**config.mk**
```make
export PLATFORM = sky130hd
export DESIGN_NAME = serial_frame_crc_checker_unit
export DESIGN_NICKNAME = d
export VERILOG_FILES = /design/src/rtl/core/sfcc_pkg.sv /design/src/rtl/core/serial_frame_crc_checker_unit.sv /design/src/rtl/core/sfcc_crc16.sv
export VERILOG_INCLUDE_DIRS = /design/src /design/src/rtl/core
export SDC_FILE = /design/constraint.sdc
export NUM_CORES = 1
export LEC_CHECK = 0
export ABC_AREA = 1
export BUFFER_PORTS_ARGS = -buffer_cell sky130_fd_sc_hd__buf_2
export CAP_MARGIN = 10
export CORE_MARGIN = 5
export CORE_UTILIZATION = 35
export CTS_CLUSTER_DIAMETER = 80
export DETAILED_ROUTE_END_ITERATION = 7
export HOLD_SLACK_MARGIN = 0.06
export PLACE_DENSITY = 0.55
export RECOVER_POWER = 25
export SLEW_MARGIN = 40
export SYNTH_ARGS = -nofsm -noshare
export SYNTH_HDL_FRONTEND = slang
export SYNTH_SLANG_ARGS = --single-unit
```
**constraint.sdc**
```tcl
create_clock -name i_clk -period 2.05 [get_ports i_clk]
set_input_delay 0.41 -clock i_clk [delete_from_list [all_inputs] [get_ports i_clk]]
set_output_delay 0.41 -clock i_clk [all_outputs]
set_load 0.05 [all_outputs]
```
**src/rtl/core/serial_frame_crc_checker_unit_defines.svh**
```systemverilog
// Assertion macros for the serial frame CRC checker.
// No dependencies; taken in by files that carry concurrent checks.
`ifndef SERIAL_FRAME_CRC_CHECKER_UNIT_DEFINES_SVH
`define SERIAL_FRAME_CRC_CHECKER_UNIT_DEFINES_SVH

`ifndef SYNTHESIS
// Clocked check, switched off while reset is held.
`define SFCC_ASSERT(label, clk, rst_n, prop) \
    label: assert property (@(posedge clk) disable iff (!rst_n) prop) \
        else $error("sfcc: assertion failed");
// Clocked check that also holds during reset.
`define SFCC_ASSERT_ALWAYS(label, clk, prop) \
    label: assert property (@(posedge clk) prop) \
        else $error("sfcc: assertion failed");
`else
`define SFCC_ASSERT(label, clk, rst_n, prop)
`define SFCC_ASSERT_ALWAYS(label, clk, prop)
`endif

`endif

```
**src/rtl/core/sfcc_pkg.sv**
```systemverilog
// Shared types, constants and the byte-wise CRC-16 update for the frame checker.
// No dependencies.
package sfcc_pkg;

    localparam int MAX_FRAME_DEF = 256;

    localparam logic [7:0]  HDR_SYNC   = 8'hA5;
    localparam logic [15:0] CRC_INIT   = 16'hFFFF;
    localparam logic [15:0] CRC_POLY_R = 16'hA001;

    typedef enum logic [1:0] {
        ST_OK  = 2'd0,
        ST_LEN = 2'd1,
        ST_CRC = 2'd2,
        ST_HDR = 2'd3
    } t_status;

    // Reflected Modbus CRC, one byte: eight narrow shift/xor steps.
    function automatic logic [15:0] crc16_feed(input logic [15:0] crc, input logic [7:0] b);
        logic [15:0] c;
        c = crc ^ {8'h00, b};
        for (int k = 0; k < 8; k++) begin
            if (c[0]) begin
                c = (c >> 1) ^ CRC_POLY_R;
            end else begin
                c = c >> 1;
            end
        end
        return c;
    endfunction

endpackage

```
**src/rtl/core/serial_frame_crc_checker_unit.sv**
```systemverilog
// Channel   | handshake                 | payload
// ----------+---------------------------+---------------------------------------------
// input     | i_in_valid / o_in_stall   | i_rx_byte, i_last_byte, i_expected_length
// result    | o_out_valid / i_out_stall | o_status, o_computed_crc
//
// One byte per cycle unless a last byte waits on a stalled result register: a beat sits
// in the input register, where the CRC update, length and header compares run, then the
// status lands in the result register. A result is offered once a frame's last byte has
// left the input register, later only while an earlier result is held by i_out_stall.
// Only a last byte waits on a stalled result register; other bytes keep flowing.
// Synchronous active-low reset clears handshake state, count, held bytes and CRC.
// Top level of the frame checker; depends on sfcc_pkg, sfcc_crc16 and the defines header.
`include "serial_frame_crc_checker_unit_defines.svh"

module serial_frame_crc_checker_unit
    import sfcc_pkg::*;
#(
    parameter int MAX_FRAME = MAX_FRAME_DEF
) (
    input  logic        i_clk,
    input  logic        i_rst_n,
    input  logic        i_in_valid,
    output logic        o_in_stall,
    input  logic [7:0]  i_rx_byte,
    input  logic        i_last_byte,
    input  logic [7:0]  i_expected_length,
    output logic        o_out_valid,
    input  logic        i_out_stall,
    output logic [1:0]  o_status,
    output logic [15:0] o_computed_crc
);

    localparam int CW   = $clog2(MAX_FRAME + 1);
    localparam int CMPW = (CW > 8) ? CW : 8;
    localparam logic [CW-1:0] CNT_MAX = CW'(MAX_FRAME);

    // input register
    logic          r_s1_valid;
    logic [7:0]    r_s1_byte;
    logic          r_s1_last;
    logic [7:0]    r_s1_exp_len;

    // frame state
    logic [CW-1:0] r_count;
    logic [7:0]    r_held0;
    logic [7:0]    r_held1;
    logic [7:0]    r_first;
    logic [7:0]    r_second;

    // result register
    logic          r_out_valid;
    t_status       r_status;
    logic [15:0]   r_crc_tx;

    logic          in_accept;
    logic          s1_fire;
    logic          last_fire;
    logic [CW-1:0] cnt_next;
    logic [15:0]   crc_upd;
    logic [15:0]   crc_tx;
    logic [15:0]   crc_rx;
    logic [7:0]    first_eff;
    logic [7:0]    second_eff;
    t_status       n_status;

    assign s1_fire    = r_s1_valid && (!r_s1_last || !r_out_valid || !i_out_stall);
    assign last_fire  = s1_fire && r_s1_last;
    assign o_in_stall = r_s1_valid && !s1_fire;
    assign in_accept  = i_in_valid && !o_in_stall;

    sfcc_crc16 u_crc (
        .i_clk     (i_clk),
        .i_rst_n   (i_rst_n),
        .i_step    (s1_fire),
        .i_feed    (r_count >= CW'(2)),
        .i_clear   (r_s1_last),
        .i_byte    (r_held1),
        .o_crc_upd (crc_upd)
    );

    always_comb begin
        cnt_next   = (r_count < CNT_MAX) ? r_count + CW'(1) : CNT_MAX;
        first_eff  = (r_count == '0)     ? r_s1_byte : r_first;
        second_eff = (r_count == CW'(1)) ? r_s1_byte : r_second;
        crc_tx     = {crc_upd[7:0], crc_upd[15:8]};
        crc_rx     = {r_held0, r_s1_byte};
        if (CMPW'(cnt_next) != CMPW'(r_s1_exp_len)) begin
            n_status = ST_LEN;
        end else if (crc_rx != crc_tx) begin
            n_status = ST_CRC;
        end else if (first_eff != HDR_SYNC || second_eff != r_s1_exp_len - 8'd1) begin
            n_status = ST_HDR;
        end else begin
            n_status = ST_OK;
        end
    end

    always_ff @(posedge i_clk) begin
        if (!i_rst_n) begin
            r_s1_valid <= 1'b0;
        end else if (in_accept) begin
            r_s1_valid <= 1'b1;
        end else if (s1_fire) begin
            r_s1_valid <= 1'b0;
        end
    end

    always_ff @(posedge i_clk) begin
        if (in_accept) begin
            r_s1_byte    <= i_rx_byte;
            r_s1_last    <= i_last_byte;
            r_s1_exp_len <= i_expected_length;
        end
    end

    always_ff @(posedge i_clk) begin
        if (!i_rst_n) begin
            r_count  <= '0;
            r_held0  <= '0;
            r_held1  <= '0;
            r_first  <= '0;
            r_second <= '0;
        end else if (s1_fire) begin
            if (r_s1_last) begin
                r_count  <= '0;
                r_held0  <= '0;
                r_held1  <= '0;
                r_first  <= '0;
                r_second <= '0;
            end else begin
                r_count  <= cnt_next;
                r_held0  <= r_s1_byte;
                r_held1  <= r_held0;
                r_first  <= first_eff;
                r_second <= second_eff;
            end
        end
    end

    always_ff @(posedge i_clk) begin
        if (!i_rst_n) begin
            r_out_valid <= 1'b0;
        end else if (last_fire) begin
            r_out_valid <= 1'b1;
        end else if (!i_out_stall) begin
            r_out_valid <= 1'b0;
        end
    end

    always_ff @(posedge i_clk) begin
        if (last_fire) begin
            r_status <= n_status;
            r_crc_tx <= crc_tx;
        end
    end

    assign o_out_valid    = r_out_valid;
    assign o_status       = r_status;
    assign o_computed_crc = r_crc_tx;

    // frame state is back at its start after a last beat
    `SFCC_ASSERT(a_clear_after_last, i_clk, i_rst_n, last_fire |=> (r_count == '0 && r_held0 == '0 && r_held1 == '0))
    // a result only ever follows a processed last beat
    `SFCC_ASSERT(a_out_from_last, i_clk, i_rst_n, $rose(r_out_valid) |-> $past(last_fire))
    // a held result is never overwritten by the next frame
    `SFCC_ASSERT(a_no_overwrite, i_clk, i_rst_n, (r_out_valid && i_out_stall) |-> !last_fire)
    // the byte count never passes the frame limit; unknown until the first reset edge
    `SFCC_ASSERT_ALWAYS(a_count_sat, i_clk, !i_rst_n || r_count <= CNT_MAX)

endmodule

```
**src/rtl/core/sfcc_crc16.sv**
```systemverilog
// CRC-16 accumulator register with its byte-wise update.
// Depends on sfcc_pkg.
module sfcc_crc16
    import sfcc_pkg::*;
(
    input  logic        i_clk,
    input  logic        i_rst_n,
    input  logic        i_step,   // a beat is processed this cycle
    input  logic        i_feed,   // fold i_byte into the CRC on this beat
    input  logic        i_clear,  // frame ends: back to the initial value
    input  logic [7:0]  i_byte,
    output logic [15:0] o_crc_upd // CRC with i_byte folded in when i_feed is set
);

    logic [15:0] r_crc;
    logic [15:0] n_crc;

    always_comb begin
        o_crc_upd = i_feed ? crc16_feed(r_crc, i_byte) : r_crc;
        n_crc     = r_crc;
        if (i_step) begin
            n_crc = i_clear ? CRC_INIT : o_crc_upd;
        end
    end

    always_ff @(posedge i_clk) begin
        if (!i_rst_n) begin
            r_crc <= CRC_INIT;
        end else begin
            r_crc <= n_crc;
        end
    end

endmodule
```
# == Word level (Yosys, flattened, before mapping) ==
# Cells that the tools add are included.
# totals
input_bits,21
ff_bits,94
out_inout_bits,20
word_cells,70
# classes
n_reduce_logical,14
bitwise,9
eq_ne,6
order_cmp,2
muxes,24
n_addsub,2
# ops
cell,count
16-bit two-way mux,10
8-bit two-way mux,6
2-bit inverter with 3-bit output,8
9-bit two-way mux,2
16-bit != test,1
16-bit by 8-bit XOR with 16-bit output,1
9-bit by 1-bit adder with 9-bit output (second input constant),1
9-bit by 1-bit == test with 1-bit output (second input constant),1
9-bit by 2-bit >= comparator with 1-bit output (second input constant),1
9-bit zero test,1
9-bit < comparator (second input constant),1
9-bit by 8-bit != test with 1-bit output,1
8-bit != test,1
8-bit != test (second input constant),1
8-bit by 1-bit subtractor with 8-bit output (second input constant),1
1-bit zero test,5
1-bit logical AND,4
1-bit two-way mux,4
2-bit two-way mux,2
1-bit logical OR,3
2-bit by 1-bit != test with 1-bit output (second input constant),1
2-bit nonzero test,1

# == Logic depth before layout (Yosys ltp) ==
# logic_depth
ltp_word,20
mapped_depth,19

# == Hierarchy ==
# From an unflattened synthesis, not the netlist that was laid out.
# hier_totals
hier_cells,706
area_unflattened_um2,5153.7
# modules_own_cells
mod,area_each_um2,instances,cells_per_inst,seq_area_each_um2
serial_frame_crc_checker_unit,3950.0,1,503,1911.8
sfcc_crc16,1203.7,1,203,320.3

# == Worst setup path after synthesis ==
# Ideal clock, no wire load.
# synth_path
path_type,reg-to-reg
start,reg r_count[0]
end,reg r_status[1] (netlist: o_status[1]) (data pin)
setup_time_ns,0.258
path_slack_ns,-0.215
path_stages_with_launch,19
arrival_ns,2.007
synth_period_minus_slack_ns,2.265
path_cell_list,dfxtp_1 > inv_1 > ha_1 > or2_4 > nor2_8 > nand2_4 > buf_8 > nand2_4 > nand2_4 > nand2_1 > nand2_1 > nor2_1 > nand2_1 > nor2_1 > nand2_1 > nor2_1 > nand3_1 > nor2_2 > a21oi_1
# synth_rtl
item,line,rtl
from (decl),serial_frame_crc_checker_unit.sv:44,logic [CW-1:0] r_count;
from (signal assigned),serial_frame_crc_checker_unit.sv:131,r_count <= cnt_next;
9-bit by 2-bit >= comparator with 1-bit output,serial_frame_crc_checker_unit.sv:75,".i_feed (r_count >= CW'(2)),"
16-bit two-way mux,sfcc_crc16.sv:19,"o_crc_upd = i_feed ? crc16_feed(r_crc, i_byte) : r_crc;"
named net crc_upd[2],serial_frame_crc_checker_unit.sv:59,logic [15:0] crc_upd;
16-bit != test,serial_frame_crc_checker_unit.sv:89,end else if (crc_rx != crc_tx) begin
2-bit two-way mux,serial_frame_crc_checker_unit.sv:89,
to (signal assigned),serial_frame_crc_checker_unit.sv:152,r_status <= n_status;
to (decl),serial_frame_crc_checker_unit.sv:52,t_status r_status;
# The timed path passes the listed nets, and every way through them passes these cells.
# A chain may end at the register's enable or synchronous reset.

# == Final worst setup path ==
# Ends and elaborated chain as after synthesis.

==> impl_metrics.csv <==
group,metric,value,unit
outcome,status,"finished, violations left",
outcome,violations,"negative setup slack",
die,core,13930,µm²
critical_path,worst-path-buf-inv,1,
critical_path,reg2regPathDepth,17,
pwr,switching_share,0.2594,
critical_path,critPathKind,"reg -> reg",
detailed_routing,avgViaCountPerCell,4.763,
timing,rsz0062_at_grt,"true",
min_path,hold_depth,1,
grt,overflow,0,
critical_path,startpoint_type,"register",
clock_network,cts_setup_buffers,0,
critical_path,cp.required,2.15,ns
grt,grt_max_degree,50,
grt,grt_pass1_wl,21800,µm
run,max_cap_violations,0,
critical_path,critical_path.top_delay_family,"simple AND/OR/NAND/NOR gates",
critical_path,r2r_slack,-0.29,ns
synth,seq_area_frac_synth,0.4480,
clock_network,cts_buffers,9,
critical_path,cp-end-kind,"register",
timing,finalSetupViolCount,2,
pwr,powerDensity,699.9,nW/µm²
grt,antenna_found_initial,0,
timing,slew_viol_final,0,
finish,n_antenna_cell,0,
pwr,peakVddDrop,0.3643,mV
clock_network,cts_tree,"done",
pwr,p_int,3.240,mW
critical_path,max_stage_delay,0.34,ns
timing,min_period_over_period,1.141,
critical_path,reg2reg_from,"r_count[0]$_SDFFE_PN0P_",
clock_network,path_clk_slew,0.07,ns
timing,setup_ws,-0.2889,ns
detailed_routing,ant_nets,0,
finish,final_cell_mix,"238 x nand2_1, 74 x buf_4, 68 x inv_1",
die,die_h,129.3,µm
synth,yosysUniqueCellTypes,33,
critical_path,cp_max_fo,16,
finish,drive_gt1_frac,0.2361,
timing,hold_viol_final,0,
detailed_routing,wirelength,13170,µm
clock_network,ctsRootBufferMaster,"clkbuf_16",
die,dieArea,16720,µm²
timing,max_slew.worst_pin.slew,0.9342,ns
place,dp_hpwl,9912,µm
detailed_routing,vias,4630,
min_path,holdCritStartpoint,"i_rx_byte[4]",
timing,max_freq,427.6,MHz
synth,yosysWarnings,0,
finish,fillers,1420,
synth,synth_seq_cells,94,
place,pre_cts_ws,-0.3260,ns
die,num_rows,43,
finish,fin_nets,813,
timing,fin_crit,2.339,ns
grt,grtUsageTotal,0.1659,
min_path,min_to,"r_s1_byte[4]$_DFFE_PP_",
critical_path,cp_cell_sequence,"inv_2 -> ha_2 -> or2_4 -> nor2_8 -> nand2_8 -> nand2_2 -> nand2_2 -> nand2_1 -> nand2_1 -> nor2_1 -> nand2_1 -> nor2_1 -> nand2_1 -> nor2_1 -> nand3_1 -> nor2_2 -> a21oi_1",
synth,netlist.area_leader.share,0.2371,
timing,fin_tns_setup,-0.5244,ns
grt,grt_pass1_vias,4540,
critical_path,worstPathArrival,2.44,ns
pwr,seq_power_share,0.471,
synth,syn_area,4982,µm²
clock_network,clk_path_buf_depth,2,
synth,syn_area_per_cell,7.348,µm²
pwr,total_power,4.375,mW
die,start_util,0.3575,
synth,synthTopCellsByArea,"dfxtp_1 24%, edfxtp_1 21%, nand2_1 18%, a21oi_1 5.7%, inv_1 5.2%",
synth,syn_inst,678,
synth,synth_fp_nets,704,
min_path,hold_path_class,"in -> reg",
pwr,power.switching,1.135,mW
critical_path,rr_endpoint,"o_status[1]$_SDFFCE_PP0P_",
detailed_routing,routedWlPerCell,13.55,µm
critical_path,slowest_stage,"dfxtp_2",
clock_network,cts.sinks,94,
die,die_w,129.3,µm
critical_path,crit_top_cell,"nand2_1",
pwr,p_leak,2.783,nW
clock_network,h-tree-depth,3,
finish,final_common_cell,"nand2_1",
detailed_routing,drc_errors,0,
place,gp_congestion,0.8757,
timing,fin_skew,0.008412,ns
timing,slew_headroom,0.3772,
synth,yosys.area.top_type,"dfxtp_1",
finish,area_growth_syn_to_layout,25.44,%
place,io_buffers,40,
clock_network,ctsHoldBuffers,0,
detailed_routing,drt_iter0_markers,209,
die,pin_count,41,
pwr,comb_power_share,0.142,
detailed_routing,dr.pass1.iters,4,
finish,fin_area,6250,µm²
place,place_area,5918,µm²
pwr,clkPwrFrac,0.387,
clock_network,clk_latency,0.35,ns
## timing repair
action	CTS	global route
resized for setup	4	11
setup endpoints to repair	2	6
pin swaps	1	0
endpoints found under the hold margin	0	0
## cell usage after synthesis
master and n:
a21oi_1 57, o22ai_1 4, nand3_1 47, or2_4 1
nor3_1 7, nor2_4 1, buf_1 1, a211oi_1 3
xor2_1 11, nand2_1 242, nand2_2 16, o21ai_1 1
xnor2_1 6, nor2_8 1, nand3b_1 5, inv_1 69
o211ai_1 9, nand2_4 8, clkinv_1 1, clkbuf_1 14
nand4_1 3, nand3_2 1, buf_8 1, edfxtp_1 35
nor2_1 36, inv_2 2, ha_1 5, buf_2 2
nor2_2 2, dfxtp_1 59, or2_2 9, o21ai_0 16
buf_4 3
## flip-flops by register name, indices dropped and copies added, names as in the netlist
name            flops
r_second            8
r_count             9
r_first             8
r_held0             8
o_computed_crc     16
r_s1_last           1
r_s1_byte           8
r_s1_valid          1
r_held1             8
u_crc.r_crc        16
o_out_valid         1
o_status            2
r_s1_exp_len        8
## worst max path at each step
stage                                       start                         to  slack (ns)  cells after the start
after floorplan           r_count[0]$_SDFFE_PN0P_  o_status[1]$_SDFFCE_PP0P_       -0.11                     18
after global placement    r_count[1]$_SDFFE_PN0P_  o_status[0]$_SDFFCE_PP1P_       -0.26                     14
after detailed placement  r_count[0]$_SDFFE_PN0P_  o_status[1]$_SDFFCE_PP0P_       -0.33                     17
after CTS                 r_count[0]$_SDFFE_PN0P_  o_status[1]$_SDFFCE_PP0P_       -0.29                     16
after global routing      r_count[0]$_SDFFE_PN0P_  o_status[1]$_SDFFCE_PP0P_       -0.49                     17
final                     r_count[0]$_SDFFE_PN0P_  o_status[1]$_SDFFCE_PP0P_       -0.29                     17
## metrics by stage
| step | hold WS (ns) | utilization | std cells |
|---|---|---|---|
| 4_1_cts | 0.2168 | 0.4481 | 972 |
| 2_1_floorplan | 0.4422 | - | 678 |
| 5_1_grt | 0.2189 | 0.4485 | 972 |
| 3_5_place_dp | 0.4520 | 0.4247 | 956 |
| 3_3_place_gp | 0.4485 | 0.4247 | 956 |
| 6_report | 0.2303 | 0.4485 | 972 |
## power by group through the flow
stage / combinational, mW / clock (mW) / sequential (mW)
4_1_cts: 0.624 / 1.74 / 2.06
3_5_place_dp: 0.620 / 0 / 2.10
3_3_place_gp: 0.610 / 0 / 2.10
6_report: 0.620 / 1.69 / 2.06
5_1_grt: 0.694 / 1.82 / 2.07
2_1_floorplan: 0.347 / 0 / 2.12
## metal layers
layer | up-vias | share of wire | global-route usage
met2 | 90 | 0.49 | 0.2848
met1 | 2127 | 0.45 | 0.2025
li1 | 2395 | - | -
met5 | - | 0 | 0
met4 | 0 | 0.017 | 0.05991
met3 | 18 | 0.043 | 0.04040
## worst register-to-register path: cells and delay by family, from the launching register on
kind | cells | cell delay (ns)
AOI/OAI and AO/OA | 1 | 0.08
DFF | 1 | 0.34
buffers and inverters | 1 | 0.04
and+or+nand+nor | 14 | 1.47
adders and majority gates | 1 | 0.16
## final cells by class
class,instances,area (µm²),share of cell area
flip-flops and latches,94,2241,0.3586
multi-input cells,491,2407,0.3852
well taps,180,225.2,0.03604
clock buffers,14,294.0,0.04705
clock inverters,2,11.26,0.001802
repair buffers,119,800.8,0.1281
inverters,72,270.3,0.04324
## cells by family after synthesis
group                      after synthesis  share of synthesized area
AOI/OAI and AO/OA                       90                    0.09744
xor gates and xnor gates                17                    0.02988
adders and majority gates                5                    0.01256
buffers and inverters                   93                    0.07509
DFF                                     94                     0.4480
and+or+nand+nor                        379                     0.3370
Note: power is estimated with default switching activity, not from simulation.
